File: config.mk
export PLATFORM = sky130hd
export DESIGN_NAME = rounded_corner_row_clip
export DESIGN_NICKNAME = d
export VERILOG_FILES = /design/src/hw/rtl/rcrc_pkg.sv /design/src/hw/rtl/rcrc_div.sv /design/src/hw/rtl/rcrc_dp.sv /design/src/hw/rtl/rcrc_ctrl.sv /design/src/hw/rtl/rounded_corner_row_clip.sv
export SDC_FILE = /design/constraint.sdc
export NUM_CORES = 1
export LEC_CHECK = 0
export BUFFER_PORTS_ARGS = -buffer_cell sky130_fd_sc_hd__clkbuf_2
export CORE_ASPECT_RATIO = 1.5
export CORE_MARGIN = 1.5
export CORE_UTILIZATION = 65
export CTS_BUF_LIST = sky130_fd_sc_hd__clkbuf_2 sky130_fd_sc_hd__clkbuf_4 sky130_fd_sc_hd__clkbuf_8
export DETAILED_ROUTE_END_ITERATION = 6
export HOLD_SLACK_MARGIN = 0.02
export PLACE_DENSITY = 0.82
export SYNTH_ARGS = -nofsm -noshare
export SYNTH_HDL_FRONTEND = slang
export SYNTH_SLANG_ARGS = --single-unit
File: constraint.sdc
create_clock -name clk -period 14 [get_ports clk]
set_input_delay 0 -clock clk [delete_from_list [all_inputs] [get_ports clk]]
set_output_delay 0 -clock clk [all_outputs]
set_load 0.02 [all_outputs]
File: src/hw/rtl/rcrc_pkg.sv
`timescale 1ns / 1ps
`default_nettype none
package rcrc_pkg;

	localparam int COORD_BITS_DEF = 12;
	localparam int CFG_IDX_BITS   = 3;

	// register indexes
	localparam logic [CFG_IDX_BITS-1:0] REG_SCREEN_W = 3'd0;
	localparam logic [CFG_IDX_BITS-1:0] REG_SCREEN_H = 3'd1;
	localparam logic [CFG_IDX_BITS-1:0] REG_CELL_W   = 3'd2;
	localparam logic [CFG_IDX_BITS-1:0] REG_CELL_H   = 3'd3;
	localparam logic [CFG_IDX_BITS-1:0] REG_RADIUS   = 3'd4;
	localparam logic [CFG_IDX_BITS-1:0] REG_INSET_X  = 3'd5;
	localparam logic [CFG_IDX_BITS-1:0] REG_INSET_Y  = 3'd6;

	// register reset values
	localparam int RST_SCREEN_W = 320;
	localparam int RST_SCREEN_H = 240;
	localparam int RST_CELL_W   = 8;
	localparam int RST_CELL_H   = 16;
	localparam int RST_RADIUS   = 0;
	localparam int RST_INSET_X  = 0;
	localparam int RST_INSET_Y  = 0;

	// controller -> datapath
	typedef struct packed {
		logic row_ld;
		logic div_start;
		logic div_y;
		logic cols_ld;
		logic rows_ld;
		logic prep_ld;
		logic gap_ld;
		logic dysq_ld;
		logic dxsq_ld;
		logic step;
		logic res_zero;
		logic res_n;
		logic out_ld;
	} cmd_t;

	// datapath -> controller
	typedef struct packed {
		logic degenerate;
		logic div_done;
		logic early_zero;
		logic py_clear;
		logic loop_end;
		logic arc_clear;
	} sts_t;

endpackage
`default_nettype wire

File: src/hw/rtl/rcrc_div.sv
`timescale 1ns / 1ps
`default_nettype none
// Restoring divider, one quotient bit per cycle.
module rcrc_div #(
	parameter int W = rcrc_pkg::COORD_BITS_DEF
) (
	input  wire logic         clk,
	input  wire logic         arst_n,
	input  wire logic         start,
	input  wire logic [W-1:0] dividend,
	input  wire logic [W-1:0] divisor,
	output logic      [W-1:0] quot,
	output logic              done
);
	localparam int CW = $clog2(W);

	logic [W-1:0]  rem_q;
	logic [W-1:0]  quo_q;
	logic [W-1:0]  dsr_q;
	logic [CW-1:0] cnt_q;
	logic          busy_q;
	logic          done_q;
	logic [W:0]    trial;
	logic [W:0]    diff;
	logic          ge;

	assign trial = {rem_q, quo_q[W-1]};
	assign ge    = trial >= {1'b0, dsr_q};
	assign diff  = trial - {1'b0, dsr_q};

	always_ff @(posedge clk or negedge arst_n) begin
		if (!arst_n) begin
			busy_q <= 1'b0;
			cnt_q  <= '0;
			done_q <= 1'b0;
		end else if (start) begin
			busy_q <= 1'b1;
			cnt_q  <= '0;
			done_q <= 1'b0;
		end else if (busy_q) begin
			cnt_q <= cnt_q + CW'(1);
			if (cnt_q == CW'(W - 1)) begin
				busy_q <= 1'b0;
				done_q <= 1'b1;
			end
		end else begin
			done_q <= 1'b0;
		end
	end

	always_ff @(posedge clk) begin
		if (start) begin
			rem_q <= '0;
			quo_q <= dividend;
			dsr_q <= divisor;
		end else if (busy_q) begin
			rem_q <= ge ? diff[W-1:0] : trial[W-1:0];
			quo_q <= {quo_q[W-2:0], ge};
		end
	end

	assign quot = quo_q;
	assign done = done_q;

endmodule
`default_nettype wire

File: src/hw/rtl/rcrc_dp.sv
`timescale 1ns / 1ps
`default_nettype none
// Config registers, divider, shared multiplier and arc walk registers.
module rcrc_dp #(
	parameter int W = rcrc_pkg::COORD_BITS_DEF
) (
	input  wire logic                              clk,
	input  wire logic                              arst_n,
	input  wire logic                              cfg_we,
	input  wire logic [rcrc_pkg::CFG_IDX_BITS-1:0] cfg_index,
	input  wire logic [W-1:0]                      cfg_data,
	input  wire logic [W-1:0]                      row_number,
	input  wire rcrc_pkg::cmd_t                    cmd,
	output rcrc_pkg::sts_t                         sts,
	output logic      [W-2:0]                      clipped_cells
);
	logic [W-1:0]   sw_q, sh_q, cw_q, ch_q, rad_q, ox_q, oy_q;
	logic [W-1:0]   row_q, cols_q, rows_q, rowch_q, rr_q, py_q;
	logic [2*W-1:0] rsq_q, dysq_q, dxsq_q;
	logic [W:0]     gx_q;
	logic [W-2:0]   n_q, res_q, out_q;

	logic [W:0]     twox, twoy, span_xw, span_yw;
	logic           span_bad, zero_cfg;
	logic [W-1:0]   m, rr, dy, dx;
	logic [W-1:0]   div_num, div_den, quot;
	logic           div_done;
	logic [W-1:0]   mul_a, mul_b;
	logic [2*W-1:0] prod;
	logic [W:0]     above, below, gap_y, py_w, px;
	logic [W-2:0]   half;
	logic [2*W:0]   sq_sum;

	always_ff @(posedge clk or negedge arst_n) begin
		if (!arst_n) begin
			sw_q  <= W'(rcrc_pkg::RST_SCREEN_W);
			sh_q  <= W'(rcrc_pkg::RST_SCREEN_H);
			cw_q  <= W'(rcrc_pkg::RST_CELL_W);
			ch_q  <= W'(rcrc_pkg::RST_CELL_H);
			rad_q <= W'(rcrc_pkg::RST_RADIUS);
			ox_q  <= W'(rcrc_pkg::RST_INSET_X);
			oy_q  <= W'(rcrc_pkg::RST_INSET_Y);
		end else if (cfg_we) begin
			unique case (cfg_index)
				rcrc_pkg::REG_SCREEN_W: sw_q  <= cfg_data;
				rcrc_pkg::REG_SCREEN_H: sh_q  <= cfg_data;
				rcrc_pkg::REG_CELL_W:   cw_q  <= cfg_data;
				rcrc_pkg::REG_CELL_H:   ch_q  <= cfg_data;
				rcrc_pkg::REG_RADIUS:   rad_q <= cfg_data;
				rcrc_pkg::REG_INSET_X:  ox_q  <= cfg_data;
				rcrc_pkg::REG_INSET_Y:  oy_q  <= cfg_data;
				default: ;
			endcase
		end
	end

	// grid span; empty when twice the inset reaches the screen size
	assign twox     = {ox_q, 1'b0};
	assign twoy     = {oy_q, 1'b0};
	assign span_xw  = {1'b0, sw_q} - twox;
	assign span_yw  = {1'b0, sh_q} - twoy;
	assign span_bad = (twox >= {1'b0, sw_q}) || (twoy >= {1'b0, sh_q});
	assign zero_cfg = (sw_q == '0) || (sh_q == '0) || (cw_q == '0) || (ch_q == '0);

	// right/bottom margins are inset plus remainder, so the least margin is min(ox, oy)
	assign m  = (ox_q < oy_q) ? ox_q : oy_q;
	assign rr = rad_q - m;

	assign div_num = cmd.div_y ? span_yw[W-1:0] : span_xw[W-1:0];
	assign div_den = cmd.div_y ? ch_q : cw_q;

	rcrc_div #(.W(W)) u_div (
		.clk      (clk),
		.arst_n   (arst_n),
		.start    (cmd.div_start),
		.dividend (div_num),
		.divisor  (div_den),
		.quot     (quot),
		.done     (div_done)
	);

	// shared multiplier operand select
	always_comb begin
		if (cmd.prep_ld) begin
			mul_a = row_q;
			mul_b = ch_q;
		end else if (cmd.gap_ld) begin
			mul_a = rr_q;
			mul_b = rr_q;
		end else if (cmd.dysq_ld) begin
			mul_a = dy;
			mul_b = dy;
		end else begin
			mul_a = dx;
			mul_b = dx;
		end
	end
	assign prod = mul_a * mul_b;

	// vertical gap of this row; both sides stay non-negative for a row in the grid
	assign above = {1'b0, oy_q} + {1'b0, rowch_q};
	assign below = {1'b0, sh_q} - {1'b0, oy_q} - {1'b0, rowch_q} - {1'b0, ch_q};
	assign gap_y = (above < below) ? above : below;
	assign py_w  = gap_y - {1'b0, m};
	assign dy    = rr_q - py_q;

	// left gap never exceeds the right gap, so the walk uses the left one
	assign px     = gx_q - {1'b0, m};
	assign dx     = rr_q - px[W-1:0];
	assign half   = cols_q[W-1:1];
	assign sq_sum = {1'b0, dxsq_q} + {1'b0, dysq_q};

	always_ff @(posedge clk) begin
		if (cmd.row_ld)
			row_q <= row_number;
		if (cmd.cols_ld)
			cols_q <= quot;
		if (cmd.rows_ld)
			rows_q <= quot;
		if (cmd.prep_ld) begin
			rowch_q <= prod[W-1:0];
			rr_q    <= rr;
		end
		if (cmd.gap_ld) begin
			py_q  <= py_w[W-1:0];
			rsq_q <= prod;
			n_q   <= '0;
			gx_q  <= {1'b0, ox_q};
		end
		if (cmd.dysq_ld)
			dysq_q <= prod;
		if (cmd.dxsq_ld)
			dxsq_q <= prod;
		if (cmd.step) begin
			n_q  <= n_q + (W-1)'(1);
			gx_q <= gx_q + {1'b0, cw_q};
		end
		if (cmd.res_zero)
			res_q <= '0;
		else if (cmd.res_n)
			res_q <= n_q;
		if (cmd.out_ld)
			out_q <= res_q;
	end

	assign sts.degenerate = zero_cfg || span_bad;
	assign sts.div_done   = div_done;
	assign sts.early_zero = (cols_q == '0) || (row_q >= rows_q) || (rad_q <= m);
	assign sts.py_clear   = py_q >= rr_q;
	assign sts.loop_end   = (n_q >= half) || (px >= {1'b0, rr_q});
	assign sts.arc_clear  = sq_sum <= {1'b0, rsq_q};

	assign clipped_cells = out_q;

	// a result count never passes half the column count
	a_res_bound: assert property (@(posedge clk) disable iff (!arst_n)
		cmd.res_n |-> n_q <= half)
		else $error("cell count past half the columns");

	// a step happens only on a cell still inside the arc
	a_step_inside: assert property (@(posedge clk) disable iff (!arst_n)
		cmd.step |-> !sts.loop_end && !sts.arc_clear)
		else $error("arc walk stepped past a clear cell");

endmodule
`default_nettype wire

File: src/hw/rtl/rcrc_ctrl.sv
`timescale 1ns / 1ps
`default_nettype none
// Sequencer: divisions, setup products, arc walk, output hand-off.
module rcrc_ctrl (
	input  wire logic           clk,
	input  wire logic           arst_n,
	input  wire logic           in_valid,
	output logic                in_stall,
	output logic                out_valid,
	input  wire logic           out_stall,
	input  wire rcrc_pkg::sts_t sts,
	output rcrc_pkg::cmd_t      cmd
);
	localparam logic [3:0] S_IDLE = 4'd0;
	localparam logic [3:0] S_CHK  = 4'd1;
	localparam logic [3:0] S_DIVX = 4'd2;
	localparam logic [3:0] S_DIVY = 4'd3;
	localparam logic [3:0] S_CHK2 = 4'd4;
	localparam logic [3:0] S_GAP  = 4'd5;
	localparam logic [3:0] S_DY   = 4'd6;
	localparam logic [3:0] S_LSQ  = 4'd7;
	localparam logic [3:0] S_LCMP = 4'd8;
	localparam logic [3:0] S_FIN  = 4'd9;

	logic [3:0] state_q, state_d;
	logic       out_valid_q;

	always_comb begin
		cmd     = '0;
		state_d = state_q;
		unique case (state_q)
			S_IDLE: begin
				if (in_valid) begin
					cmd.row_ld = 1'b1;
					state_d    = S_CHK;
				end
			end
			S_CHK: begin
				if (sts.degenerate) begin
					cmd.res_zero = 1'b1;
					state_d      = S_FIN;
				end else begin
					cmd.div_start = 1'b1;
					state_d       = S_DIVX;
				end
			end
			S_DIVX: begin
				if (sts.div_done) begin
					cmd.cols_ld   = 1'b1;
					cmd.div_start = 1'b1;
					cmd.div_y     = 1'b1;
					state_d       = S_DIVY;
				end
			end
			S_DIVY: begin
				if (sts.div_done) begin
					cmd.rows_ld = 1'b1;
					state_d     = S_CHK2;
				end
			end
			S_CHK2: begin
				if (sts.early_zero) begin
					cmd.res_zero = 1'b1;
					state_d      = S_FIN;
				end else begin
					cmd.prep_ld = 1'b1;
					state_d     = S_GAP;
				end
			end
			S_GAP: begin
				cmd.gap_ld = 1'b1;
				state_d    = S_DY;
			end
			S_DY: begin
				if (sts.py_clear) begin
					cmd.res_n = 1'b1;
					state_d   = S_FIN;
				end else begin
					cmd.dysq_ld = 1'b1;
					state_d     = S_LSQ;
				end
			end
			S_LSQ: begin
				if (sts.loop_end) begin
					cmd.res_n = 1'b1;
					state_d   = S_FIN;
				end else begin
					cmd.dxsq_ld = 1'b1;
					state_d     = S_LCMP;
				end
			end
			S_LCMP: begin
				if (sts.arc_clear) begin
					cmd.res_n = 1'b1;
					state_d   = S_FIN;
				end else begin
					cmd.step = 1'b1;
					state_d  = S_LSQ;
				end
			end
			S_FIN: begin
				if (!out_valid_q || !out_stall) begin
					cmd.out_ld = 1'b1;
					state_d    = S_IDLE;
				end
			end
			default: state_d = S_IDLE;
		endcase
	end

	always_ff @(posedge clk or negedge arst_n) begin
		if (!arst_n) begin
			state_q     <= S_IDLE;
			out_valid_q <= 1'b0;
		end else begin
			state_q <= state_d;
			if (cmd.out_ld)
				out_valid_q <= 1'b1;
			else if (!out_stall)
				out_valid_q <= 1'b0;
		end
	end

	assign in_stall  = (state_q != S_IDLE);
	assign out_valid = out_valid_q;

	a_accept_chk: assert property (@(posedge clk) disable iff (!arst_n)
		in_valid && !in_stall |=> state_q == S_CHK)
		else $error("accepted item did not start");

	a_out_from_fin: assert property (@(posedge clk) disable iff (!arst_n)
		$rose(out_valid) |-> $past(state_q == S_FIN))
		else $error("output valid raised outside finish");

	a_div_start: assert property (@(posedge clk) disable iff (!arst_n)
		cmd.div_start |-> state_q == S_CHK || state_q == S_DIVX)
		else $error("divider started in wrong state");

endmodule
`default_nettype wire

File: src/hw/rtl/rounded_corner_row_clip.sv
`timescale 1ns / 1ps
`default_nettype none
// Rounded-corner row clip.
// Give a grid row number on the input channel (in_valid / in_stall); the block
// answers on the output channel (out_valid / out_stall) with the number of cells
// at each end of that row that fall inside the display's corner arc.
// Geometry comes from seven registers written through cfg_valid / cfg_ready with
// cfg_index and cfg_data; cfg_ready is always high, unknown indexes are dropped.
// Write them only while no item is in flight.
// One item at a time: the input stalls from accept until the result moves into
// the output register. An item runs through two divisions on one restoring
// divider, checks and shared-multiplier setup, a walk across the cells that
// stops on the loop bound or on an arc compare, and the hand-off. A row whose
// first cell is already clear, a row past the grid, a radius inside the margin
// and bad geometry leave the sequence early.
// A finished result waits in the output register while out_stall is high; the
// next item is taken meanwhile and parks in the finish state if the output is
// still full. Reset loads the register defaults (320x240 screen, 8x16 cells,
// no radius, no inset) and empties the block.
module rounded_corner_row_clip #(
	parameter int COORD_BITS = rcrc_pkg::COORD_BITS_DEF
) (
	input  wire logic                              clk,
	input  wire logic                              arst_n,
	input  wire logic                              cfg_valid,
	output logic                                   cfg_ready,
	input  wire logic [rcrc_pkg::CFG_IDX_BITS-1:0] cfg_index,
	input  wire logic [COORD_BITS-1:0]             cfg_data,
	input  wire logic                              in_valid,
	output logic                                   in_stall,
	input  wire logic [COORD_BITS-1:0]             row_number,
	output logic                                   out_valid,
	input  wire logic                              out_stall,
	output logic      [COORD_BITS-2:0]             clipped_cells
);
	rcrc_pkg::cmd_t cmd;
	rcrc_pkg::sts_t sts;

	// registers take a write on any cycle
	assign cfg_ready = 1'b1;

	rcrc_ctrl u_ctrl (
		.clk       (clk),
		.arst_n    (arst_n),
		.in_valid  (in_valid),
		.in_stall  (in_stall),
		.out_valid (out_valid),
		.out_stall (out_stall),
		.sts       (sts),
		.cmd       (cmd)
	);

	rcrc_dp #(.W(COORD_BITS)) u_dp (
		.clk           (clk),
		.arst_n        (arst_n),
		.cfg_we        (cfg_valid && cfg_ready),
		.cfg_index     (cfg_index),
		.cfg_data      (cfg_data),
		.row_number    (row_number),
		.cmd           (cmd),
		.sts           (sts),
		.clipped_cells (clipped_cells)
	);

endmodule
`default_nettype wire
# ---- Word level (Yosys, flattened, before mapping)
# Index checks and enable logic that the tools add are counted.
dict set report op_classes {
  n_reduce_logical 29
  n_eq_ne 22
  div 0
  order_cmp 11
  n_bitwise 0
  mul 1
  muxes 61
  addsub 16
  shifts 0
}
# cell count
set ops {}
lappend ops {{$mux 12} 11}
lappend ops {{$sub 12x12->12} 7}
lappend ops {{$logic_not 12->1} 5}
lappend ops {{$ge 13x12->1} 4}
lappend ops {{$mux 4} 10}
lappend ops {{$pmux 4 s10} 1}
lappend ops {{$sub 13x12->13} 3}
lappend ops {{$mux 1} 30}
lappend ops {{$mux 13} 2}
lappend ops {{$add 24x24->25} 1}
lappend ops {{$le 25x24->1} 1}
lappend ops {{$ge 12x12->1} 2}
lappend ops {{$mul 12x12->24} 1}
lappend ops {{$mux 11} 2}
lappend ops {{$eq 4x3->1 const B} 4}
lappend ops {{$reduce_and 2->1} 7}
lappend ops {{$add 12x12->13} 1}
lappend ops {{$add 13x12->13} 1}
lappend ops {{$lt 13x13->1} 1}
lappend ops {{$sub 12x12->13} 1}
lappend ops {{$eq 4x4->1 const B} 3}
lappend ops {{$le 12x12->1} 1}
lappend ops {{$lt 12x12->1} 1}
lappend ops {{$add 11x1->11 const B} 1}
lappend ops {{21 further kinds} 39}
dict set report totals {
  mem_bits_ro 0
  word_cells 168
  output_inout_bits 14
  memories 0
  latch_bits 0
  mem_bits_rw 0
  register_bits 321
  in_bits 32
}

# ---- Logic depth before layout (Yosys ltp)
# Gate-level depths: netlist of the first run.
dict set report logic_depth {
  ltp_word 8
  depth_mapped 49
  mapped_depth_nobuf 46
}

# ---- Hierarchy
# A second synthesis of the first run with hierarchy kept.
dict set report hier_totals {
  hier_cells 2747
  area_unflattened_um2 27035.9
}
# mod cells_per_inst seq_area_each_um2 n_inst area_each_um2
set modules_own_cells {}
lappend modules_own_cells {rcrc_dp 2460 7707.4 1 24116.9}
lappend modules_own_cells {rcrc_div 219 1111.1 1 2388.5}
lappend modules_own_cells {rcrc_ctrl 66 125.1 1 519.2}
lappend modules_own_cells {rounded_corner_row_clip 2 0.0 1 11.3}

# ---- Worst setup path after synthesis of the first run
# OpenSTA, ideal clock, no wires.
dict set report synth_path {
  path_type {register to register}
  start {register u_dp.oy_q[5]}
  end {register u_dp.dxsq_q[23] (data pin)}
  t_required_ns 13.731
  n_path_buf 3
  setup_slack_ns 3.555
  period_less_slack_ns 10.445
  setup_ns 0.269
  stages_incl_launch_ff 48
  t_arrival_ns 10.176
  path_cell_list {dfrtp_1 > inv_1 > ha_1 > a211oi_1 > o221ai_1 > a211oi_2 > buf_4 > nor2_4 > buf_2 > mux2_2 > ha_1 > inv_1 > ha_1 > a31oi_1 > o221ai_1 > and2_1 > maj3_1 > maj3_1 > [12 not listed] > ha_1 > inv_1 > fa_1 > inv_1 > fa_1 > inv_1 > fa_1 > inv_1 > ha_1 > a21oi_1 > o21ai_0 > a211oi_1 > o21ai_0 > nand3_1 > a31oi_1 > a21o_1 > a21oi_1 > xnor2_1}
}
dict set report synth_via {
  elab_chain_cells 8
  elab_cells_between_ends 13
  cone_classes {add/sub: 2; mul: 1; order compare: 2; mux: 7; reduce/logical: 1}
}
# element line
set synth_lines {}
lappend synth_lines {{start: declaration} rcrc_dp.sv:17} ;# logic [W-1:0] sw_q, sh_q, cw_q, ch_q, rad_q, ox_q, oy_q;
lappend synth_lines {{start signal: assignment} rcrc_dp.sv:42} ;# oy_q <= W'(rcrc_pkg::RST_INSET_Y);
lappend synth_lines {{start signal: assignment} rcrc_dp.sv:51} ;# rcrc_pkg::REG_INSET_Y: oy_q <= cfg_data;
lappend synth_lines {{$lt 12x12->1} rcrc_dp.sv:66} ;# assign m = (ox_q < oy_q) ? ox_q : oy_q;
lappend synth_lines {{$mux 12 (*)} rcrc_dp.sv:66}
lappend synth_lines {{$sub 13x12->13 or $le 12x12->1 (tied branches)} {rcrc_dp.sv:108, rcrc_dp.sv:148}}
lappend synth_lines {{$sub 12x12->12 or $logic_or 1x1->1 (tied branches)} {rcrc_dp.sv:109, rcrc_dp.sv:148}}
lappend synth_lines {{$mux 12 or $mux 1 (tied branches)} {rcrc_dp.sv:90, rcrc_ctrl.sv:62}}
lappend synth_lines {{$mux 12 or $mux 1 (tied branches)} {rcrc_dp.sv:87, rcrc_ctrl.sv:31}}
lappend synth_lines {{$mux 12} rcrc_dp.sv:84} ;# if (cmd.prep_ld) begin
lappend synth_lines {{$mul 12x12->24 (*)} rcrc_dp.sv:98} ;# assign prod = mul_a * mul_b;
lappend synth_lines {{via u_dp.prod[23]} rcrc_dp.sv:29} ;# logic [2*W-1:0] prod;
lappend synth_lines {{end signal: assignment} rcrc_dp.sv:133} ;# dxsq_q <= prod;
lappend synth_lines {{end: declaration} rcrc_dp.sv:19} ;# logic [2*W-1:0] rsq_q, dysq_q, dxsq_q;
# Mark *: on every way through the listed nets, which the timed path passes. The rest lies on a longest branch.
# A chain may end at the register's enable or synchronous reset.

# ---- Worst setup path in the final report of the first run
dict set report layout_path {
  start {register u_dp.oy_q[5]}
  end {register u_dp.rsq_q[23] (data pin)}
}
dict set report layout_via {
  elab_chain_cells 8
  elab_cells_between_ends 13
  cone_classes {add/sub: 2; mul: 1; order compare: 2; mux: 7; reduce/logical: 1}
}
# element line
set layout_lines {}
lappend layout_lines {{$lt 12x12->1} rcrc_dp.sv:66}
lappend layout_lines {{$mux 12 (*)} rcrc_dp.sv:66}
lappend layout_lines {{$sub 13x12->13 or $le 12x12->1 (tied branches)} {rcrc_dp.sv:108, rcrc_dp.sv:148}}
lappend layout_lines {{$sub 12x12->12 or $logic_or 1x1->1 (tied branches)} {rcrc_dp.sv:109, rcrc_dp.sv:148}}
lappend layout_lines {{$mux 12 or $mux 1 (tied branches)} {rcrc_dp.sv:90, rcrc_ctrl.sv:62}}
lappend layout_lines {{$mux 12 or $mux 1 (tied branches)} {rcrc_dp.sv:87, rcrc_ctrl.sv:31}}
lappend layout_lines {{$mux 12} rcrc_dp.sv:84}
lappend layout_lines {{$mul 12x12->24 (*)} rcrc_dp.sv:98}
lappend layout_lines {{via u_dp.prod[23]} rcrc_dp.sv:29}
lappend layout_lines {{end signal: assignment} rcrc_dp.sv:126} ;# rsq_q <= prod;
lappend layout_lines {{end: declaration} rcrc_dp.sv:19}
# Marks and branches as above.

==> results of run 1 <==
-- area by class of cell --
cell class | count | area [sq um]
multi-input combinational | 1968 | 16500
clock inverter | 39 | 398
inverter | 398 | 1490
sequential | 321 | 8940
fill | 3091 | 11600
timing repair buffer | 119 | 906
tap | 558 | 698
clock buffer | 55 | 732
antenna | 1 | 2.50
-- placed cells by master, fill, tap and decap left out, drive strengths merged, types with 11 or more instances in the layout --
cell type	n
a22oi	11
o21ai	151
a32o	34
a211oi	31
nor3	39
buf	41
o21a	30
a32oi	56
nor2b	47
a21boi	20
nor2	137
xnor2	105
inv	399
a31oi	39
xor2	46
fa	132
mux2	63
a21o	57
dfxtp	23
nor4	19
o21bai	18
nand4	22
edfxtp	203
mux2i	30
and2	16
o31ai	11
a21oi	142
nand2b	24
nand3	35
clkinv	26
dfrtp	87
clkbuf	98
nand2	176
or3	16
dlygate4sd3	35
a31o	19
ha	309
-- registers in the layout (all words and copies together), names as in the netlist, 13 cells and up --
signal / cells
u_dp.rsq_q: 24
u_dp.dysq_q: 24
u_dp.gx_q: 13
u_dp.dxsq_q: 24
-- cell families (layout without fill, tap and decap cells) --
group	after synthesis	count (layout)	synth area share
AOI/OAI and AO/OA	700	700	0.175
muxes	93	93	0.0369
buffers and inverters	500	611	0.0708
DFF	321	321	0.327
and+or+nand+nor	572	572	0.101
xor gates and xnor gates	151	151	0.0483
adders and majority gates	451	451	0.241
other	1	2	0.000137
-- worst paths after layout --
path,end,slack [ps],depth (start not counted)
max,u_dp.rsq_q[23]$_DFFE_PP_,1970,42
min,u_dp.row_q[11]$_DFFE_PP_,90,2
min in group asynchronous,u_dp.cw_q[3]$_DFFE_PN1P_,620,3
max in group asynchronous,u_dp.ch_q[1]$_DFFE_PN0P_,12590,4
min reg2reg,u_dp.clipped_cells[9]$_DFFE_PP_,430,0
max reg2reg,u_dp.rsq_q[23]$_DFFE_PP_,1970,42
-- stage by stage --
step	hold slack, ps	cell area [sq um]	setup slack (ps)	util	instances
floorplan	-296	27400	3560	-	2789
global placement	55.7	28200	2290	0.682	3328
detailed placement	56.4	28200	2010	0.682	3328
CTS	83.9	29700	2040	0.718	3458
global route	103	29700	1350	0.718	3459
finish	93.0	29700	1970	0.718	3459
-- metal layers --
metal | part of all wire | track usage | up-vias | wire [um]
li1 | - | - | 10017 | -
met1 | 0.33 | 0.411 | 10902 | 29200
met2 | 0.49 | 0.718 | 1102 | 43700
met5 | 0 | 0 | - | 0
met4 | 0.11 | 0.407 | 0 | 9940
met3 | 0.064 | 0.0611 | 440 | 5630
-- critical path, delay by kind of cell (launching register included) --
kind / cells / cell delay [ps]
muxes: 1 / 340
buffers and inverters: 7 / 710
DFF: 1 / 420
adders and majority gates: 11 / 4160
and+or+nand+nor: 4 / 1570
xor gates and xnor gates: 3 / 500
AOI/OAI and AO/OA: 16 / 4040
==> results.yml, run 1 <==
finish:
  post_route_cells_drive_above_1_share: 0.0945
  nets: 3331
  syn2layout_area_growth_pct: 8.47
setup_path:
  path_max_fanout: 15
  crit_type: "reg -> reg"
  crit_start: "u_dp.oy_q[5]$_DFFE_PN0P_"
  crit_top_cell: "inv_1"
  cpMaxStageDelayCell: "nor2b_1"
  cp.arrival_ps: 12370
  worstPathRequired_ps: 14340
  cp-end-kind: "flop"
  rr_startpoint: "u_dp.oy_q[5]$_DFFE_PN0P_"
  startpoint_type: "flop"
  slowest_delay_ps: 890
timing:
  drv_slew: 0
  worstMarginPinSlew_ps: 1380
  fin_setup_tns_ps: 0
  min_period_ps: 12030
  setup_viol: 0
  rsz0062_at_grt: "false"
  finalCritPeriodShare: 0.859
  max_freq_mhz: 83.1
  relSlewSlack: 0.0802
  fin_skew_ps: 34.8
  finalHoldViolCount: 0
floorplanning:
  fp-row-count: 91
  die_h_um: 254
  core_area_sq_um: 41300
  die_x_um: 171
  die_area_sq_um: 43400
  start_util: 0.662
  io_pins: 46
clock_network:
  post-cts-setup-buffers: 0
  cts_root_buffer: "clkbuf_8"
  cts-buffers-inserted: 50
  cts.clk_slew.worst_paths_ps: 70
  post_cts_resized: 0
  clkLatencyLatePin_ps: 630
  clock-sinks: 321
  cts_tree: "yes"
  cts_buffer_depth: 3
  htree_levels: 2
  cts_hold_buf: 36
route:
  vias_per_cell: 6.49
  wl_um: 88500
  antenna_left: 0
  drtIter0Drc: 1580
  drtPass1Iterations: 6
  via_count: 22461
  routedWlPerCell_um: 25.6
  drc: 0
place:
  place.gp.congestion: 1.03
  dp_hpwl_um: 68600
  port_buffers: 44
yosys:
  synth_top_area_share: 0.223
  syn_inst: 2789
  synth_area_sq_um: 27400
  synth_area_per_cell_sq_um: 9.81
  syn-num-nets: 3262
  synth-async-reset-ratio: 0.296
  synth_top_cells_by_count: "398 x inv_1, 309 x ha_1, 203 x edfxtp_1"
  yosysUniqueCellTypes: 78
  synth_enable_flop_cells: 203
  synth-seq-cells: 321
  ys_warn_count: 0
  synth_top_area_cell: "edfxtp_1"
  synth_most_common_cell: "inv_1"
  yosysSeqAreaShare: 0.327
  ys.flop_type: "edfxtp_1"
  ys_top_cells_by_area: "edfxtp_1 22%, ha_1 14%, fa_1 9.7%"
global_routing:
  antenna_found_initial: 2
  grt_usage: 0.411
  grt-ovfl-total: 0
  grt_pass1_wl_um: 131000
  grt_max_degree: 164
  grt_pass1_vias: 23158
min_path:
  hold_path_class: "in -> reg"
  hp-start: "row_number[11]"
run:
  drv_cap: 0
run_status:
  status: "complete, no violations"
Power of run 1 is left out: the tool's default activity adds up to more than one toggle a clock period on the data nets, which glitch-free logic cannot reach.
==> inputs of run 2 (changes only) <==
BUFFER_PORTS_ARGS = not set   (was -buffer_cell sky130_fd_sc_hd__clkbuf_2)
DONT_BUFFER_PORTS = 1   (was not set)
PLACE_DENSITY = 0.81   (was 0.82)
RECOVER_POWER = 100   (was not set)
==> run 2 against run 1 <==
Effect of this change:
- the flow now finishes with violations (max-capacitance violations, max-slew violations)
- die area did not move
- final cell count fell by 0.69%
- design area fell by 0.67%
- setup slack got worse by 690 ps
- global-route usage fell by 0.56 points
- clock-buffer cell count rose by 4
- via count barely moved
- routed wire length fell by 2.0%
- flip-flop and latch count did not move
- critical path depth rose by 1
- fmax fell by 5.4%
- clock skew fell by 7.6 ps
==> results.yml, run 2 (synthesis results as in run 1) <==
run_status:
  status: "finished with violations"
  failed_checks: "max-capacitance violations, max-slew violations"
place:
  port_buffers: 0
  place.gp.congestion: 1.03
  placement.setup.worst_slack_ps: 1910
  place_area_sq_um: 27900
  dp_hpwl_um: 65800
  place_inst: 3280
setup_path:
  startpoint_type: "flop"
  cp-end-kind: "flop"
  worst_r2r_path_depth: 43
  worstPathRequired_ps: 14440
  slowest_delay_ps: 1080
  cp.arrival_ps: 13160
  crit_type: "reg -> reg"
  r2r_end: "u_dp.rsq_q[22]$_DFFE_PP_"
  rr_startpoint: "u_dp.oy_q[4]$_DFFE_PN0P_"
  path_max_fanout: 15
  r2r_slack_ps: 1280
  cpMaxStageDelayCell: "nor2_1"
global_routing:
  grt_pass1_vias: 23009
  grt_usage: 0.405
  grt-ovfl-total: 0
  antenna_found_initial: 6
  grt_max_degree: 152
  grt_pass1_wl_um: 130000
clock_network:
  cts_buffer_depth: 3
  cts.clk_slew.worst_paths_ps: 70
  htree_levels: 2
  cts_root_buffer: "clkbuf_8"
  cts_tree: "yes"
  clock-sinks: 321
  cts_hold_buf: 58
  clkLatencyLatePin_ps: 640
  post-cts-setup-buffers: 0
  post_cts_resized: 0
  cts-buffers-inserted: 50
finish:
  multi_input_area_sq_um: 16500
  layout_common_cells: "398 x inv_1, 309 x ha_1, 203 x edfxtp_1"
  regArea_sq_um: 8940
  final.fill_count: 3067
  reg_top3: "u_dp.dxsq_q (24), u_dp.dysq_q (24), u_dp.rsq_q (24)"
  nets: 3305
  final_common_cell: "inv_1"
  design_area_sq_um: 29500
  finalNonFillerCells: 3435
  post_route_cells_drive_above_1_share: 0.0686
  syn2layout_area_growth_pct: 7.74
floorplanning:
  die_h_um: 254
  start_util: 0.662
  core_area_sq_um: 41300
  die_x_um: 171
  die_area_sq_um: 43400
  fp-row-count: 91
  io_pins: 46
timing:
  relSlewSlack: -1.66
  fin_skew_ps: 27.1
  drv_slew: 245
  max_freq_mhz: 78.6
  fin_setup_tns_ps: 0
  rsz0062_at_grt: "false"
  worstMarginPinSlew_ps: 3990
  setup_viol: 0
  min_period_ps: 12720
  finalHoldViolCount: 0
  finalWorstSetupSlack_ps: 1280
  finalCritPeriodShare: 0.909
min_path:
  min_to: "u_dp.row_q[3]$_DFFE_PP_"
  hold_path_class: "in -> reg"
  holdPathStages: 1
  hp-start: "in_valid"
route:
  wl_um: 86700
  routedWlPerCell_um: 25.2
  via_count: 22476
  antenna_left: 0
  drc: 0
  drtPass1Iterations: 6
  drtIter0Drc: 1827
  vias_per_cell: 6.54
run:
  drv_cap: 8
run 2: changes by cell type in the layout (fill, tap and decap cells not counted), sizes merged:
cell         before  now
bufinv            7    6
dlygate4sd3      35   56
inv             399  400
clkbuf           98   79
diode             1    5
clkinvlp          5    2
buf              41   17
clkinv           26   23
run 2: final cells by class:
cell class,count,share of cell area
Antenna cell,5,0.000424
Clock buffer,59,0.0258
Clock inverter,33,0.0113
Inverter,398,0.0507
Multi-Input combinational cell,1968,0.559
Sequential cell,321,0.303
Tap cell,558,0.0237
Timing Repair Buffer,93,0.0263
run 2: worst max path at each step:
stage,from,endpoint,slack (ps),cells after the start
floorplan,u_dp.oy_q[5]$_DFFE_PN0P_,u_dp.dxsq_q[23]$_DFFE_PP_,3560,47
global placement,u_dp.oy_q[5]$_DFFE_PN0P_,u_dp.dxsq_q[20]$_DFFE_PP_,2200,43
detailed placement,u_dp.oy_q[5]$_DFFE_PN0P_,u_dp.dysq_q[22]$_DFFE_PP_,1910,42
CTS,u_dp.oy_q[5]$_DFFE_PN0P_,u_dp.rsq_q[22]$_DFFE_PP_,1840,42
global route,u_dp.oy_q[4]$_DFFE_PN0P_,u_dp.dxsq_q[22]$_DFFE_PP_,540,46
finish,u_dp.oy_q[4]$_DFFE_PN0P_,u_dp.rsq_q[22]$_DFFE_PP_,1280,43
run 2: metrics by stage:
stage               utilization  hold WS [ps]
floorplan                     -          -296
global placement          0.676          -293
detailed placement        0.676          -294
CTS                       0.717          43.5
global route              0.713          69.2
finish                    0.714          58.2
run 2: critical path: cells and delay by family (launching register included):
kind                       cells  cell delay [ps]
buffers and inverters          6              740
adders and majority gates     12             4700
and+or+nand+nor                6             1970
DFF                            1              480
xor gates and xnor gates       3              580
muxes                          1              350
AOI/OAI and AO/OA             15             3710
run 2: layer usage:
metal / vias up / track usage / wire length (um)
met5: - / 0 / 0
met4: 0 / 0.400 / 10300
met3: 483 / 0.0686 / 6230
met2: 1237 / 0.704 / 42400
met1: 10762 / 0.404 / 27700
li1: 9994 / - / -
Power of run 2 is left out for the same reason.
==> inputs of run 3 (changes only) <==
ABC_AREA = 1   (was not set)
==> run 3 against run 2 <==
Effect of this change:
- the run still ends with max-capacitance violations, max-slew violations left
- critical path type unchanged
- via count up 1.1%
- clock skew is 13 ps higher
- critical path depth down 5
- synthesized cell count up 15%
- setup slack improved by 570 ps
- worst hold slack improved by 17 ps
==> results.yml, run 3 <==
run_status:
  status: "finished with violations"
  failed_checks: "max-capacitance violations, max-slew violations"
global_routing:
  grt_usage: 0.401
  grt-ovfl-total: 0
  grt_busiest_layer: "met2"
  grt_pass1_vias: 22932
  grt_max_degree: 96
  use_met1: 0.399
  met3_usage: 0.0557
  antenna_found_initial: 3
  grt_pass1_wl_um: 127000
  use_met2: 0.714
yosys:
  synth_top_area_share: 0.227
  synth-async-reset-ratio: 0.296
  synth-seq-cells: 321
  synth_top_cells_by_count: "651 x nand2_1, 561 x inv_1, 309 x ha_1"
  synth_area_per_cell_sq_um: 8.36
  yosysUniqueCellTypes: 57
  ys_warn_count: 0
  synth_most_common_cell: "nand2_1"
  ys_top_cells_by_area: "edfxtp_1 23%, ha_1 14%, fa_1 9.8%"
  synth_top_area_cell: "edfxtp_1"
  ys.flop_type: "edfxtp_1"
  syn-num-nets: 3686
  syn_inst: 3213
  synth_enable_flop_cells: 203
  yosysSeqAreaShare: 0.333
  synth_area_sq_um: 26900
timing:
  setup_viol: 0
  rsz0062_at_grt: "false"
  finalCritPeriodShare: 0.868
  drv_slew: 333
  worstMarginPinSlew_ps: 5870
  fin_skew_ps: 39.8
  finalHoldViolCount: 0
  relSlewSlack: -2.91
  max_freq_mhz: 82.3
  min_period_ps: 12150
  fin_setup_tns_ps: 0
place:
  port_buffers: 0
  place.gp.congestion: 1.02
  dp_hpwl_um: 66500
clock_network:
  cts.clk_slew.worst_paths_ps: 70
  post-cts-setup-buffers: 0
  clock-sinks: 321
  post_cts_resized: 0
  cts_hold_buf: 43
  clkLatencyLatePin_ps: 660
  cts_root_buffer: "clkbuf_8"
  cts_buffer_depth: 3
  cts_tree: "yes"
  cts-buffers-inserted: 50
  htree_levels: 2
finish:
  multi_input_area_sq_um: 15400
  regArea_sq_um: 8940
  final_common_cell: "nand2_1"
  nets: 3745
  reg_top3: "u_dp.dxsq_q (24), u_dp.dysq_q (24), u_dp.rsq_q (24)"
  syn2layout_area_growth_pct: 7.31
  post_route_cells_drive_above_1_share: 0.0567
  final.fill_count: 3339
  layout_common_cells: "654 x nand2_1, 563 x inv_1, 309 x ha_1"
route:
  drtIter0Drc: 1763
  via_count: 22727
  drc: 0
  drtPass1Iterations: 6
  wl_um: 84200
  routedWlPerCell_um: 22.0
  antenna_left: 0
  vias_per_cell: 5.94
floorplanning:
  die_h_um: 252
  core_area_sq_um: 41000
  die_x_um: 169
  io_pins: 46
  fp-row-count: 91
  die_area_sq_um: 42600
  start_util: 0.655
setup_path:
  crit_type: "reg -> reg"
  path_max_fanout: 45
  crit_start: "u_dp.oy_q[11]$_DFFE_PN0P_"
  cp.arrival_ps: 12530
  slowest_delay_ps: 1280
  worstPathRequired_ps: 14380
  rr_startpoint: "u_dp.oy_q[11]$_DFFE_PN0P_"
  startpoint_type: "flop"
  cp-endpoint: "u_dp.dxsq_q[20]$_DFFE_PP_"
  crit_top_cell: "nand2_1"
  cp-end-kind: "flop"
  worst_r2r_path_depth: 38
  r2r_slack_ps: 1850
  cpMaxStageDelayCell: "inv_1"
  r2r_end: "u_dp.dxsq_q[20]$_DFFE_PP_"
run:
  drv_cap: 9
min_path:
  hold_path_class: "in -> reg"
[run 3: cell types whose count changed after synthesis, moves of 34 or more]
cell and change:
nand2_2 +37, xor2_1 +45, a21oi_1 +71, inv_1 +163
o21ai_0 +94, mux2_2 -63, nor2b_1 -47, nor2_1 +74
a21o_1 -50, a32o_1 -34, a32oi_1 -56, xnor2_1 -68
nand2_1 +475, nand3_1 +87
[run 3: cell families after synthesis]
logic type      after synthesis  share of synthesized area
buf+inv                     638                     0.0910
compound gates              554                      0.112
other cells                   1                   0.000140
xor+xnor                    128                     0.0417
flops                       321                      0.333
fa+ha+maj                   441                      0.242
simple gates               1130                      0.179
[run 3: how the worst min path moves through the flow]
stage / startpoint / to / slack (ps) / cells past startpoint
3_3_place_gp: arst_n / u_dp.ch_q[8]$_DFFE_PN0P_ / -290 / 0
5_1_grt: out_stall / u_ctrl.out_valid$_DFFE_PN0P_ / 150 / 3
2_1_floorplan: arst_n / u_ctrl.out_valid$_DFFE_PN0P_ / -300 / 0
6_report: cfg_index[2] / u_dp.sw_q[8]$_DFFE_PN1P_ / 80 / 3
3_5_place_dp: arst_n / u_dp.ch_q[8]$_DFFE_PN0P_ / -290 / 0
4_1_cts: arst_n / u_dp.u_div.cnt_q[0]$_DFFE_PN0P_ / 20 / 2
[run 3: final cells by class]
class / instances / area share
Tap cell: 511 / 0.0222
Sequential cell: 321 / 0.310
Clock buffer: 64 / 0.0288
Multi-Input combinational cell: 2254 / 0.536
Clock inverter: 30 / 0.00886
Antenna cell: 2 / 0.000174
Inverter: 591 / 0.0770
Timing Repair Buffer: 54 / 0.0167
[run 3: worst max-delay path, delay by kind of cell (launching register included)]
family                     cells  cell delay (ps)
AOI/OAI and AO/OA              9             3280
xor gates and xnor gates       1              140
adders and majority gates      8             3650
buffers and inverters          7             1680
DFF                            1              470
and+or+nand+nor               13             2670
[run 3: stage by stage]
| step | instances | worst slack [ps] | util | hold WS [ps] | cell area (sq um) |
|---|---|---|---|---|---|
| 4_1_cts | 3825 | 3170 | 0.705 | 23.3 | 28900 |
| 2_1_floorplan | 3213 | 4460 | - | -296 | 26900 |
| 3_5_place_dp | 3688 | 3220 | 0.668 | -293 | 27400 |
| 6_report | 3827 | 1850 | 0.703 | 75.2 | 28800 |
| 5_1_grt | 3827 | 1110 | 0.703 | 149 | 28800 |
| 3_3_place_gp | 3688 | 3460 | 0.668 | -293 | 27400 |
[run 3: per-layer routing]
metal	wire, um	share of wire
met1	28000	0.33
met3	4760	0.057
met4	9510	0.11
met2	42000	0.50
met5	8	0.000095
Power of run 3 is left out for the same reason.
